$ cat src/hdl/yuvbgr_pkg.sv
// yuvbgr_pkg: shared types, codes and constants of the yuv pair to bgr converter
// no dependencies; used by the interfaces, the pipeline stages and the top level
`default_nettype none

package yuvbgr_pkg;

    // sample and result widths
    localparam int BYTE_W      = 8;
    localparam int DIFF_W      = 9;   // chroma minus 128, signed
    localparam int PROD_W      = 18;  // coefficient times chroma difference, signed
    localparam int SHIFT       = 8;
    localparam int SHIFTED_W   = PROD_W - SHIFT;
    localparam int SUM_W       = 11;  // luma plus shifted term, signed

    // configuration port
    localparam int CFG_INDEX_W = 2;
    localparam int CFG_DATA_W  = 2;

    localparam logic [CFG_INDEX_W-1:0] CFG_IDX_MODE  = 2'd0;
    localparam logic [CFG_INDEX_W-1:0] CFG_IDX_ORDER = 2'd1;

    // conversion coefficients
    localparam logic signed [9:0] COEF_B    = 10'sd443;
    localparam logic signed [9:0] COEF_G_V  = 10'sd179;
    localparam logic signed [9:0] COEF_G_U  = 10'sd86;
    localparam logic signed [9:0] COEF_R    = 10'sd351;
    localparam logic [BYTE_W-1:0] CHROMA_MID = 8'd128;
    localparam logic [BYTE_W-1:0] CHAN_MAX   = 8'd255;

    typedef enum logic [1:0] {
        PIX_PACKED = 2'd0,
        PIX_FULL   = 2'd1,
        PIX_GREY   = 2'd2
    } pixel_mode_t;

    typedef enum logic [1:0] {
        ORD_YUYV = 2'd0,
        ORD_YVYU = 2'd1,
        ORD_UYVY = 2'd2,
        ORD_VYUY = 2'd3
    } chroma_order_t;

    // live configuration handed to the unpack stage
    typedef struct packed {
        logic [1:0] mode;
        logic [1:0] order;
    } cfg_t;

    // raw input item
    typedef struct packed {
        logic [BYTE_W-1:0] b0;
        logic [BYTE_W-1:0] b1;
        logic [BYTE_W-1:0] b2;
        logic [BYTE_W-1:0] b3;
        logic [BYTE_W-1:0] b4;
        logic [BYTE_W-1:0] b5;
    } raw_t;

    // after unpack: two lumas and the shared chroma differences
    typedef struct packed {
        logic [BYTE_W-1:0]        y0;
        logic [BYTE_W-1:0]        y1;
        logic signed [DIFF_W-1:0] du;
        logic signed [DIFF_W-1:0] dv;
    } unpacked_t;

    // after multiply: lumas and the three chroma terms
    typedef struct packed {
        logic [BYTE_W-1:0]        y0;
        logic [BYTE_W-1:0]        y1;
        logic signed [PROD_W-1:0] pb;
        logic signed [PROD_W-1:0] pg;
        logic signed [PROD_W-1:0] pr;
    } product_t;

    // finished pixel pair
    typedef struct packed {
        logic [BYTE_W-1:0] b0;
        logic [BYTE_W-1:0] g0;
        logic [BYTE_W-1:0] r0;
        logic [BYTE_W-1:0] b1;
        logic [BYTE_W-1:0] g1;
        logic [BYTE_W-1:0] r1;
    } bgr_t;

endpackage

`default_nettype wire

$ cat src/hdl/yuvbgr_if.sv
// yuvbgr stream and configuration interfaces
// depends on yuvbgr_pkg for widths
`default_nettype none

// input channel: six sample bytes per item
interface yuvbgr_in_if;
    logic                           valid;
    logic                           ready;
    logic [yuvbgr_pkg::BYTE_W-1:0]  byte_0;
    logic [yuvbgr_pkg::BYTE_W-1:0]  byte_1;
    logic [yuvbgr_pkg::BYTE_W-1:0]  byte_2;
    logic [yuvbgr_pkg::BYTE_W-1:0]  byte_3;
    logic [yuvbgr_pkg::BYTE_W-1:0]  byte_4;
    logic [yuvbgr_pkg::BYTE_W-1:0]  byte_5;

    modport source (output valid, byte_0, byte_1, byte_2, byte_3, byte_4, byte_5,
                    input ready);
    modport sink   (input valid, byte_0, byte_1, byte_2, byte_3, byte_4, byte_5,
                    output ready);
endinterface

// output channel: one bgr pixel pair per item
interface yuvbgr_out_if;
    logic                           valid;
    logic                           ready;
    logic [yuvbgr_pkg::BYTE_W-1:0]  blue_first;
    logic [yuvbgr_pkg::BYTE_W-1:0]  green_first;
    logic [yuvbgr_pkg::BYTE_W-1:0]  red_first;
    logic [yuvbgr_pkg::BYTE_W-1:0]  blue_second;
    logic [yuvbgr_pkg::BYTE_W-1:0]  green_second;
    logic [yuvbgr_pkg::BYTE_W-1:0]  red_second;

    modport source (output valid, blue_first, green_first, red_first,
                    blue_second, green_second, red_second, input ready);
    modport sink   (input valid, blue_first, green_first, red_first,
                    blue_second, green_second, red_second, output ready);
endinterface

// configuration write channel
interface yuvbgr_cfg_if;
    logic                                valid;
    logic                                ready;
    logic [yuvbgr_pkg::CFG_INDEX_W-1:0]  index;
    logic [yuvbgr_pkg::CFG_DATA_W-1:0]   data;

    modport source (output valid, index, data, input ready);
    modport sink   (input valid, index, data, output ready);
endinterface

`default_nettype wire

$ cat src/hdl/yuvbgr_unpack.sv
// yuvbgr_unpack: first pipeline stage, picks lumas and chroma by mode and byte order
// depends on yuvbgr_pkg
`default_nettype none

module yuvbgr_unpack (
    input  wire logic                   clk,
    input  wire logic                   rst_n,
    input  wire yuvbgr_pkg::cfg_t       cfg,
    input  wire logic                   up_valid,
    output logic                        up_ready,
    input  wire yuvbgr_pkg::raw_t       up_data,
    output logic                        dn_valid,
    input  wire logic                   dn_ready,
    output yuvbgr_pkg::unpacked_t       dn_data
);

    logic                               valid_reg;
    yuvbgr_pkg::unpacked_t              data_reg;
    yuvbgr_pkg::unpacked_t              data_next;
    logic [yuvbgr_pkg::BYTE_W-1:0]      u_sel;
    logic [yuvbgr_pkg::BYTE_W-1:0]      v_sel;
    logic [yuvbgr_pkg::BYTE_W:0]        u_sum;
    logic [yuvbgr_pkg::BYTE_W:0]        v_sum;

    // chroma averages for 4:4:4, truncated
    assign u_sum = {1'b0, up_data.b1} + {1'b0, up_data.b4};
    assign v_sum = {1'b0, up_data.b2} + {1'b0, up_data.b5};

    // sample selection
    always_comb
    begin
        data_next.y0 = up_data.b0;
        data_next.y1 = up_data.b1;
        u_sel        = yuvbgr_pkg::CHROMA_MID;
        v_sel        = yuvbgr_pkg::CHROMA_MID;
        case (cfg.mode)
            yuvbgr_pkg::PIX_PACKED:
            begin
                case (cfg.order)
                    yuvbgr_pkg::ORD_YUYV:
                    begin
                        data_next.y0 = up_data.b0;
                        u_sel        = up_data.b1;
                        data_next.y1 = up_data.b2;
                        v_sel        = up_data.b3;
                    end
                    yuvbgr_pkg::ORD_YVYU:
                    begin
                        data_next.y0 = up_data.b0;
                        v_sel        = up_data.b1;
                        data_next.y1 = up_data.b2;
                        u_sel        = up_data.b3;
                    end
                    yuvbgr_pkg::ORD_UYVY:
                    begin
                        u_sel        = up_data.b0;
                        data_next.y0 = up_data.b1;
                        v_sel        = up_data.b2;
                        data_next.y1 = up_data.b3;
                    end
                    default:
                    begin
                        v_sel        = up_data.b0;
                        data_next.y0 = up_data.b1;
                        u_sel        = up_data.b2;
                        data_next.y1 = up_data.b3;
                    end
                endcase
            end
            yuvbgr_pkg::PIX_FULL:
            begin
                data_next.y0 = up_data.b0;
                data_next.y1 = up_data.b3;
                u_sel        = u_sum[yuvbgr_pkg::BYTE_W:1];
                v_sel        = v_sum[yuvbgr_pkg::BYTE_W:1];
            end
            default:
            begin
                // grey and the unused mode code
                data_next.y0 = up_data.b0;
                data_next.y1 = up_data.b1;
                u_sel        = yuvbgr_pkg::CHROMA_MID;
                v_sel        = yuvbgr_pkg::CHROMA_MID;
            end
        endcase
        data_next.du = $signed({1'b0, u_sel}) - $signed({1'b0, yuvbgr_pkg::CHROMA_MID});
        data_next.dv = $signed({1'b0, v_sel}) - $signed({1'b0, yuvbgr_pkg::CHROMA_MID});
    end

    // stage moves when empty or when the next stage takes its item
    assign up_ready = !valid_reg || dn_ready;

    always_ff @(posedge clk or negedge rst_n)
    begin
        if (!rst_n)
        begin
            valid_reg <= 1'b0;
        end
        else if (up_ready)
        begin
            valid_reg <= up_valid;
        end
    end

    always_ff @(posedge clk)
    begin
        if (up_valid && up_ready)
        begin
            data_reg <= data_next;
        end
    end

    assign dn_valid = valid_reg;
    assign dn_data  = data_reg;

endmodule

`default_nettype wire

$ cat src/hdl/yuvbgr_mult.sv
// yuvbgr_mult: second pipeline stage, coefficient products of the chroma differences
// depends on yuvbgr_pkg
`default_nettype none

module yuvbgr_mult (
    input  wire logic                   clk,
    input  wire logic                   rst_n,
    input  wire logic                   up_valid,
    output logic                        up_ready,
    input  wire yuvbgr_pkg::unpacked_t  up_data,
    output logic                        dn_valid,
    input  wire logic                   dn_ready,
    output yuvbgr_pkg::product_t        dn_data
);

    localparam int PW = yuvbgr_pkg::PROD_W;

    logic                               valid_reg;
    yuvbgr_pkg::product_t               data_reg;
    yuvbgr_pkg::product_t               data_next;

    // three chroma terms, green combines both differences
    always_comb
    begin
        data_next.y0 = up_data.y0;
        data_next.y1 = up_data.y1;
        data_next.pb = PW'(yuvbgr_pkg::COEF_B) * PW'(up_data.du);
        data_next.pg = PW'(yuvbgr_pkg::COEF_G_V) * PW'(up_data.dv)
                     + PW'(yuvbgr_pkg::COEF_G_U) * PW'(up_data.du);
        data_next.pr = PW'(yuvbgr_pkg::COEF_R) * PW'(up_data.dv);
    end

    assign up_ready = !valid_reg || dn_ready;

    always_ff @(posedge clk or negedge rst_n)
    begin
        if (!rst_n)
        begin
            valid_reg <= 1'b0;
        end
        else if (up_ready)
        begin
            valid_reg <= up_valid;
        end
    end

    always_ff @(posedge clk)
    begin
        if (up_valid && up_ready)
        begin
            data_reg <= data_next;
        end
    end

    assign dn_valid = valid_reg;
    assign dn_data  = data_reg;

endmodule

`default_nettype wire

$ cat src/hdl/yuvbgr_sat.sv
// yuvbgr_sat: third pipeline stage, floor shift, luma add and saturation; output register
// depends on yuvbgr_pkg
`default_nettype none

module yuvbgr_sat (
    input  wire logic                   clk,
    input  wire logic                   rst_n,
    input  wire logic                   up_valid,
    output logic                        up_ready,
    input  wire yuvbgr_pkg::product_t   up_data,
    output logic                        dn_valid,
    input  wire logic                   dn_ready,
    output yuvbgr_pkg::bgr_t            dn_data
);

    localparam int SW = yuvbgr_pkg::SUM_W;
    localparam int HW = yuvbgr_pkg::SHIFTED_W;
    localparam int BW = yuvbgr_pkg::BYTE_W;

    logic                               valid_reg;
    yuvbgr_pkg::bgr_t                   data_reg;
    yuvbgr_pkg::bgr_t                   data_next;
    logic signed [HW-1:0]               sh_b;
    logic signed [HW-1:0]               sh_g;
    logic signed [HW-1:0]               sh_r;

    // saturate a signed sum to 0..255
    function automatic logic [BW-1:0] clamp(input logic signed [SW-1:0] s);
        logic [BW-1:0] res;
        if (s[SW-1])
        begin
            res = '0;
        end
        else if (s[SW-2:BW] != '0)
        begin
            res = yuvbgr_pkg::CHAN_MAX;
        end
        else
        begin
            res = s[BW-1:0];
        end
        return res;
    endfunction

    // luma plus a signed term
    function automatic logic signed [SW-1:0] add_y(input logic [BW-1:0] y,
                                                    input logic signed [HW-1:0] t);
        logic signed [SW-1:0] res;
        res = $signed({{(SW-BW){1'b0}}, y}) + SW'(t);
        return res;
    endfunction

    // luma minus a signed term
    function automatic logic signed [SW-1:0] sub_y(input logic [BW-1:0] y,
                                                    input logic signed [HW-1:0] t);
        logic signed [SW-1:0] res;
        res = $signed({{(SW-BW){1'b0}}, y}) - SW'(t);
        return res;
    endfunction

    // dropping the low bits of a two's complement value is a floor shift
    assign sh_b = up_data.pb[yuvbgr_pkg::PROD_W-1:yuvbgr_pkg::SHIFT];
    assign sh_g = up_data.pg[yuvbgr_pkg::PROD_W-1:yuvbgr_pkg::SHIFT];
    assign sh_r = up_data.pr[yuvbgr_pkg::PROD_W-1:yuvbgr_pkg::SHIFT];

    always_comb
    begin
        data_next.b0 = clamp(add_y(up_data.y0, sh_b));
        data_next.g0 = clamp(sub_y(up_data.y0, sh_g));
        data_next.r0 = clamp(add_y(up_data.y0, sh_r));
        data_next.b1 = clamp(add_y(up_data.y1, sh_b));
        data_next.g1 = clamp(sub_y(up_data.y1, sh_g));
        data_next.r1 = clamp(add_y(up_data.y1, sh_r));
    end

    assign up_ready = !valid_reg || dn_ready;

    always_ff @(posedge clk or negedge rst_n)
    begin
        if (!rst_n)
        begin
            valid_reg <= 1'b0;
        end
        else if (up_ready)
        begin
            valid_reg <= up_valid;
        end
    end

    always_ff @(posedge clk)
    begin
        if (up_valid && up_ready)
        begin
            data_reg <= data_next;
        end
    end

    assign dn_valid = valid_reg;
    assign dn_data  = data_reg;

endmodule

`default_nettype wire

$ cat src/hdl/yuv_pair_to_bgr_converter.sv
// yuv_pair_to_bgr_converter: top level, configuration registers and three-stage pipeline
// depends on yuvbgr_pkg, yuvbgr_if, yuvbgr_unpack, yuvbgr_mult, yuvbgr_sat
//
// usage:
// - yuv carries one pixel pair per item as six sample bytes; bgr returns one
//   item per input item with blue, green and red of both pixels, in order
// - cfg writes pixel_mode (index 0) and chroma_order (index 1); cfg.ready is
//   always high, writes to other indexes are dropped; write only while idle
// - each input item passes the unpack, multiply, and shift and saturate stage
//   registers in turn; throughput is one item per cycle while bgr.ready is high
// - the saturate stage register drives bgr directly
// - when bgr.ready is low, the pipeline keeps filling until every stage holds
//   an item, then yuv.ready drops; nothing is lost or repeated
// - yuv.ready is high whenever the output stage is empty or being drained
// - reset clears all stage valid bits and sets both registers to 0 (packed
//   4:2:2, YUYV order)
`default_nettype none

module yuv_pair_to_bgr_converter (
    input  wire logic   clk,
    input  wire logic   rst_n,
    yuvbgr_in_if.sink   yuv,
    yuvbgr_out_if.source bgr,
    yuvbgr_cfg_if.sink  cfg
);

    logic [1:0]                 mode_reg;
    logic [1:0]                 order_reg;
    yuvbgr_pkg::cfg_t           cfg_live;
    yuvbgr_pkg::raw_t           raw;
    yuvbgr_pkg::unpacked_t      s1_data;
    yuvbgr_pkg::product_t       s2_data;
    yuvbgr_pkg::bgr_t           s3_data;
    logic                       s1_valid;
    logic                       s1_ready;
    logic                       s2_valid;
    logic                       s2_ready;

    // configuration registers
    assign cfg.ready = 1'b1;

    always_ff @(posedge clk or negedge rst_n)
    begin
        if (!rst_n)
        begin
            mode_reg  <= yuvbgr_pkg::PIX_PACKED;
            order_reg <= yuvbgr_pkg::ORD_YUYV;
        end
        else if (cfg.valid)
        begin
            if (cfg.index == yuvbgr_pkg::CFG_IDX_MODE)
            begin
                mode_reg <= cfg.data;
            end
            else if (cfg.index == yuvbgr_pkg::CFG_IDX_ORDER)
            begin
                order_reg <= cfg.data;
            end
        end
    end

    assign cfg_live.mode  = mode_reg;
    assign cfg_live.order = order_reg;

    // input payload
    assign raw.b0 = yuv.byte_0;
    assign raw.b1 = yuv.byte_1;
    assign raw.b2 = yuv.byte_2;
    assign raw.b3 = yuv.byte_3;
    assign raw.b4 = yuv.byte_4;
    assign raw.b5 = yuv.byte_5;

    // pipeline stages
    yuvbgr_unpack u_unpack (
        .clk      (clk),
        .rst_n    (rst_n),
        .cfg      (cfg_live),
        .up_valid (yuv.valid),
        .up_ready (yuv.ready),
        .up_data  (raw),
        .dn_valid (s1_valid),
        .dn_ready (s1_ready),
        .dn_data  (s1_data)
    );

    yuvbgr_mult u_mult (
        .clk      (clk),
        .rst_n    (rst_n),
        .up_valid (s1_valid),
        .up_ready (s1_ready),
        .up_data  (s1_data),
        .dn_valid (s2_valid),
        .dn_ready (s2_ready),
        .dn_data  (s2_data)
    );

    yuvbgr_sat u_sat (
        .clk      (clk),
        .rst_n    (rst_n),
        .up_valid (s2_valid),
        .up_ready (s2_ready),
        .up_data  (s2_data),
        .dn_valid (bgr.valid),
        .dn_ready (bgr.ready),
        .dn_data  (s3_data)
    );

    // output payload
    assign bgr.blue_first   = s3_data.b0;
    assign bgr.green_first  = s3_data.g0;
    assign bgr.red_first    = s3_data.r0;
    assign bgr.blue_second  = s3_data.b1;
    assign bgr.green_second = s3_data.g1;
    assign bgr.red_second   = s3_data.r1;

endmodule

`default_nettype wire

$ cat src/flat_wrapper.sv
// flat-port wrapper written by rule: the top's interface ports become plain ports
module yuv_pair_to_bgr_converter_flat 
  (clk, rst_n, yuv_valid, yuv_byte_0, yuv_byte_1, yuv_byte_2, yuv_byte_3, yuv_byte_4, yuv_byte_5, yuv_ready, bgr_valid, bgr_blue_first, bgr_green_first, bgr_red_first, bgr_blue_second, bgr_green_second, bgr_red_second, bgr_ready, cfg_valid, cfg_index, cfg_data, cfg_ready);
  yuvbgr_in_if yuv_i ();
  yuvbgr_out_if bgr_i ();
  yuvbgr_cfg_if cfg_i ();
  input  wire logic clk;
  input  wire logic rst_n;
  input wire logic [$bits(yuv_i.valid)-1:0] yuv_valid;
  input wire logic [$bits(yuv_i.byte_0)-1:0] yuv_byte_0;
  input wire logic [$bits(yuv_i.byte_1)-1:0] yuv_byte_1;
  input wire logic [$bits(yuv_i.byte_2)-1:0] yuv_byte_2;
  input wire logic [$bits(yuv_i.byte_3)-1:0] yuv_byte_3;
  input wire logic [$bits(yuv_i.byte_4)-1:0] yuv_byte_4;
  input wire logic [$bits(yuv_i.byte_5)-1:0] yuv_byte_5;
  output wire logic [$bits(yuv_i.ready)-1:0] yuv_ready;
  output wire logic [$bits(bgr_i.valid)-1:0] bgr_valid;
  output wire logic [$bits(bgr_i.blue_first)-1:0] bgr_blue_first;
  output wire logic [$bits(bgr_i.green_first)-1:0] bgr_green_first;
  output wire logic [$bits(bgr_i.red_first)-1:0] bgr_red_first;
  output wire logic [$bits(bgr_i.blue_second)-1:0] bgr_blue_second;
  output wire logic [$bits(bgr_i.green_second)-1:0] bgr_green_second;
  output wire logic [$bits(bgr_i.red_second)-1:0] bgr_red_second;
  input wire logic [$bits(bgr_i.ready)-1:0] bgr_ready;
  input wire logic [$bits(cfg_i.valid)-1:0] cfg_valid;
  input wire logic [$bits(cfg_i.index)-1:0] cfg_index;
  input wire logic [$bits(cfg_i.data)-1:0] cfg_data;
  output wire logic [$bits(cfg_i.ready)-1:0] cfg_ready;
  assign yuv_i.valid = yuv_valid;
  assign yuv_i.byte_0 = yuv_byte_0;
  assign yuv_i.byte_1 = yuv_byte_1;
  assign yuv_i.byte_2 = yuv_byte_2;
  assign yuv_i.byte_3 = yuv_byte_3;
  assign yuv_i.byte_4 = yuv_byte_4;
  assign yuv_i.byte_5 = yuv_byte_5;
  assign yuv_ready = yuv_i.ready;
  assign bgr_valid = bgr_i.valid;
  assign bgr_blue_first = bgr_i.blue_first;
  assign bgr_green_first = bgr_i.green_first;
  assign bgr_red_first = bgr_i.red_first;
  assign bgr_blue_second = bgr_i.blue_second;
  assign bgr_green_second = bgr_i.green_second;
  assign bgr_red_second = bgr_i.red_second;
  assign bgr_i.ready = bgr_ready;
  assign cfg_i.valid = cfg_valid;
  assign cfg_i.index = cfg_index;
  assign cfg_i.data = cfg_data;
  assign cfg_ready = cfg_i.ready;
  yuv_pair_to_bgr_converter u_core (.clk(clk), .rst_n(rst_n), .yuv(yuv_i), .bgr(bgr_i), .cfg(cfg_i));
endmodule
$ cat config.mk
export PLATFORM = sky130hd
export DESIGN_NAME = yuv_pair_to_bgr_converter_flat
export DESIGN_NICKNAME = d
export VERILOG_FILES = /design/src/hdl/yuvbgr_pkg.sv /design/src/hdl/yuvbgr_if.sv /design/src/hdl/yuvbgr_unpack.sv /design/src/hdl/yuvbgr_mult.sv /design/src/hdl/yuvbgr_sat.sv /design/src/hdl/yuv_pair_to_bgr_converter.sv /design/src/flat_wrapper.sv
export SDC_FILE = /design/constraint.sdc
export NUM_CORES = 1
export LEC_CHECK = 0
export ABC_AREA = 1
export BUFFER_PORTS_ARGS = -buffer_cell sky130_fd_sc_hd__buf_2
export CORE_UTILIZATION = 29
export CTS_CLUSTER_DIAMETER = 30
export DETAILED_ROUTE_END_ITERATION = 8
export PLACE_DENSITY = 0.48
export SLEW_MARGIN = 20
export SYNTH_ARGS = -nofsm -noshare
export SYNTH_HDL_FRONTEND = slang
export SYNTH_SLANG_ARGS = --single-unit
export TNS_END_PERCENT = 100
$ cat constraint.sdc
create_clock -name clk -period 11.8 [get_ports clk]
set_input_delay 1.18 -clock clk [delete_from_list [all_inputs] [get_ports clk]]
set_output_delay 1.18 -clock clk [all_outputs]
set_load 0.01 [all_outputs]
==> run metrics <==
status=finished clean; post-synthesis average cell area=~8.1 µm²; DRC violation count after routing=0; total grt overflow=0; die width=228.1 µm; async set or reset register ratio after synthesis=5.263%; total I/O pin count=108; maximum fanout encountered on the critical timing path=7; wire length per cell=approximately 15 µm; setup slack at placement=5.479 ns; via/cell ratio=roughly 4.6; register area share after synthesis=26.69%; first-pass GRT wire length=63080 µm; net total in the final layout=2312; Largest register FFs=48; Port Buffers=106; commonest register cell after synthesis=edfxtp_1; CTS tree=done; area growth from synthesis to layout=12.85%; data arrival time of the worst path=roughly 6.5 ns; Yosys warning count=0; post-synthesis cell area=between 10000 and 15000 µm²; area enclosed by the die boundary=52050 µm²; max_cap viols=0; antenna-violating nets left=0; drt total wl=38190 µm; Sink Count=133; number of rows in the core area=between 80 and 90; startpoint of the worst register-to-register path=u_core.u_unpack.dn_data[12]; dominant cell by count in the synthesized netlist=nand2_1; largest net degree at the start of global routing=49; GRT Overall Usage=15.20%; Routability Congestion=approximately 0.94; Iteration-0 DRC Markers=between 500 and 600; Hold Vio Cnt, Final=0; die height=228.1 µm; worst hold path endpoint=u_core.u_mult.dn_data[64]; class of the most critical setup path=flip-flop to flip-flop; type of the tightest min-delay check=flip-flop to flip-flop; estimated wirelength of the detail-placed design=32310 µm; maximum buffer depth of the clock tree=2; synthesized instance count=1820; register clock-pin slew on the reported worst setup and hold paths=0.07 ns; via count of the first global-routing pass=~12000; post-cts sizing count=0; startpoint of the most critical hold path=u_core.u_unpack.dn_data[28]; cell types occupying the most area after synthesis=edfxtp_1, ha_1, fa_1, nand2_1, inv_1; Slew @ Worst Pin=0.7812 ns; H-tree level count=4; final clock period utilization by the worst path=roughly 54%; required time reported for the critical path endpoint=roughly 12 ns; number of CTS-inserted buffers=17; Mapped Nets=between 2000 and 2500; Synth top cells by count=nand2_1, inv_1, ha_1; Std-Cell Core Area=50270 µm²; number of flops mapped to enable cells by yosys=126; final setup slack of the worst path=5.467 ns; f_max=157.9 MHz; headroom to the max-slew limit=47.92%; Reg2Reg Capture Point=u_core.u_mult.dn_data[35]; number of setup violations in the final report=0; count of hold buffers inserted by post-cts repair=0; Synth top area share=25.51%; nature of the critical path endpoint=flip-flop; latest clock arrival within the worst-skew pair=0.43 ns; number of antenna violations at the first check in global routing=1; final critical path time including I/O delays and setup=approximately 6.3 ns; Setup TNS Final=0 ns; number of setup buffers added after CTS=0; area leader, netlist=edfxtp_1; cell chosen for the clock root=clkbuf_16; effective utilization at floorplan=29.50%; post-synthesis sequential element count=133; unrepaired setup endpoints after global routing=no; vias after detailed routing=12070; share of final-layout standard cells stronger than drive strength 1=8.615%; Clock Skews=about 0.019 ns; Critical Path Source Type=flip-flop; Yosys cell types=43; detailed-routing iteration count for the pre-antenna-repair pass=7; FF-to-FF setup slack=between 5 and 6 ns; Final Slew Violations=0; Worst Hold Depth=0; Worst Reg-to-Reg Cells=22
cell type report:
type	count	area, µm²
clock buffers	20	467.9
fillers	5381	33540
clock inverters	12	92.59
repair buffers	109	553.0
multi-input cells	1321	9488
well taps	672	840.8
flip-flops and latches	133	3959
diodes	1	2.502
inverters	355	1333
cells by family after synthesis:
logic type	count (synthesis)	synth area share, %
AND/OR/NAND/NOR	716	19.99
buffers and inverters	366	9.407
adder cells (fa/ha/maj)	318	31.33
XOR/XNOR	64	3.780
flip-flops	133	26.69
other	1	0.02529
multiplexers	2	0.1518
AO/OA/AOI/OAI	220	8.622
routing by layer:
metal	part of all wire, %	wire length [µm]	global-route usage, %
met1	48	18170	19.75
met2	48	18180	26.49
met3	3.2	1226	1.900
met4	1.6	612	3.964
met5	0	0	0
cells in the final DEF, fill, tap and decap left out, drive strengths merged:
cell type	n
a21o	6
a21boi	5
o31ai	1
o221ai	12
o22ai	9
diode	1
o21a	2
a21oi	85
o21ai	73
mux2	2
nand3	98
xnor2	28
buf	109
nor3	6
nor2	188
dfrtp	7
clkbuf	20
a31o	1
nand4	22
ha	229
nand2	386
edfxtp	126
inv	360
o21bai	11
nand3b	5
fa	89
a31oi	4
or2	10
xor2	36
conb	1
clkinv	7
o211ai	11
and2	1
metrics by stage:
stage | hold WS, ns | cells | utilization [%] | area (µm²)
6_report | 0.4167 | 2623 | 33.29 | 16740
5_1_grt | 0.4256 | 2622 | 33.29 | 16730
4_1_cts | 0.4186 | 2622 | 33.29 | 16730
3_5_place_dp | 0.4045 | 2590 | 32.17 | 16170
3_3_place_gp | 0.4029 | 2590 | 32.17 | 16170
2_1_floorplan | 0.4003 | 1820 | - | 14830
worst max-delay path, cell delays in order (launching register included):
cell	delay [ns]
edfxtp_1	0.54
ha_1	0.39
ha_1	0.29
inv_1	0.05
fa_1	0.50
fa_1	0.55
inv_1	0.04
ha_1	0.37
a21oi_1	0.23
o21ai_0	0.15
xnor2_1	0.22
fa_1	0.47
fa_1	0.47
fa_1	0.54
inv_1	0.04
ha_1	0.34
nand2_1	0.09
inv_1	0.08
nand3_1	0.06
o21ai_0	0.40
nand2_1	0.13
nand3b_1	0.11
nand2_1	0.05
worst max path at each step:
stage                                           end  cells past startpoint                         from  slack, ns
after floorplan           u_core.u_mult.dn_data[35]                     22  u_core.u_unpack.dn_data[12]       5.98
after global placement    u_core.u_mult.dn_data[35]                     22  u_core.u_unpack.dn_data[12]       5.54
after detailed placement  u_core.u_mult.dn_data[35]                     22  u_core.u_unpack.dn_data[12]       5.48
after CTS                 u_core.u_mult.dn_data[35]                     22  u_core.u_unpack.dn_data[12]       5.45
after global routing      u_core.u_mult.dn_data[35]                     22  u_core.u_unpack.dn_data[12]       5.07
final                     u_core.u_mult.dn_data[35]                     22  u_core.u_unpack.dn_data[12]       5.47
Power is left out: the tool's default activity adds up to more than one toggle a clock period on the data nets, which glitch-free logic cannot reach.
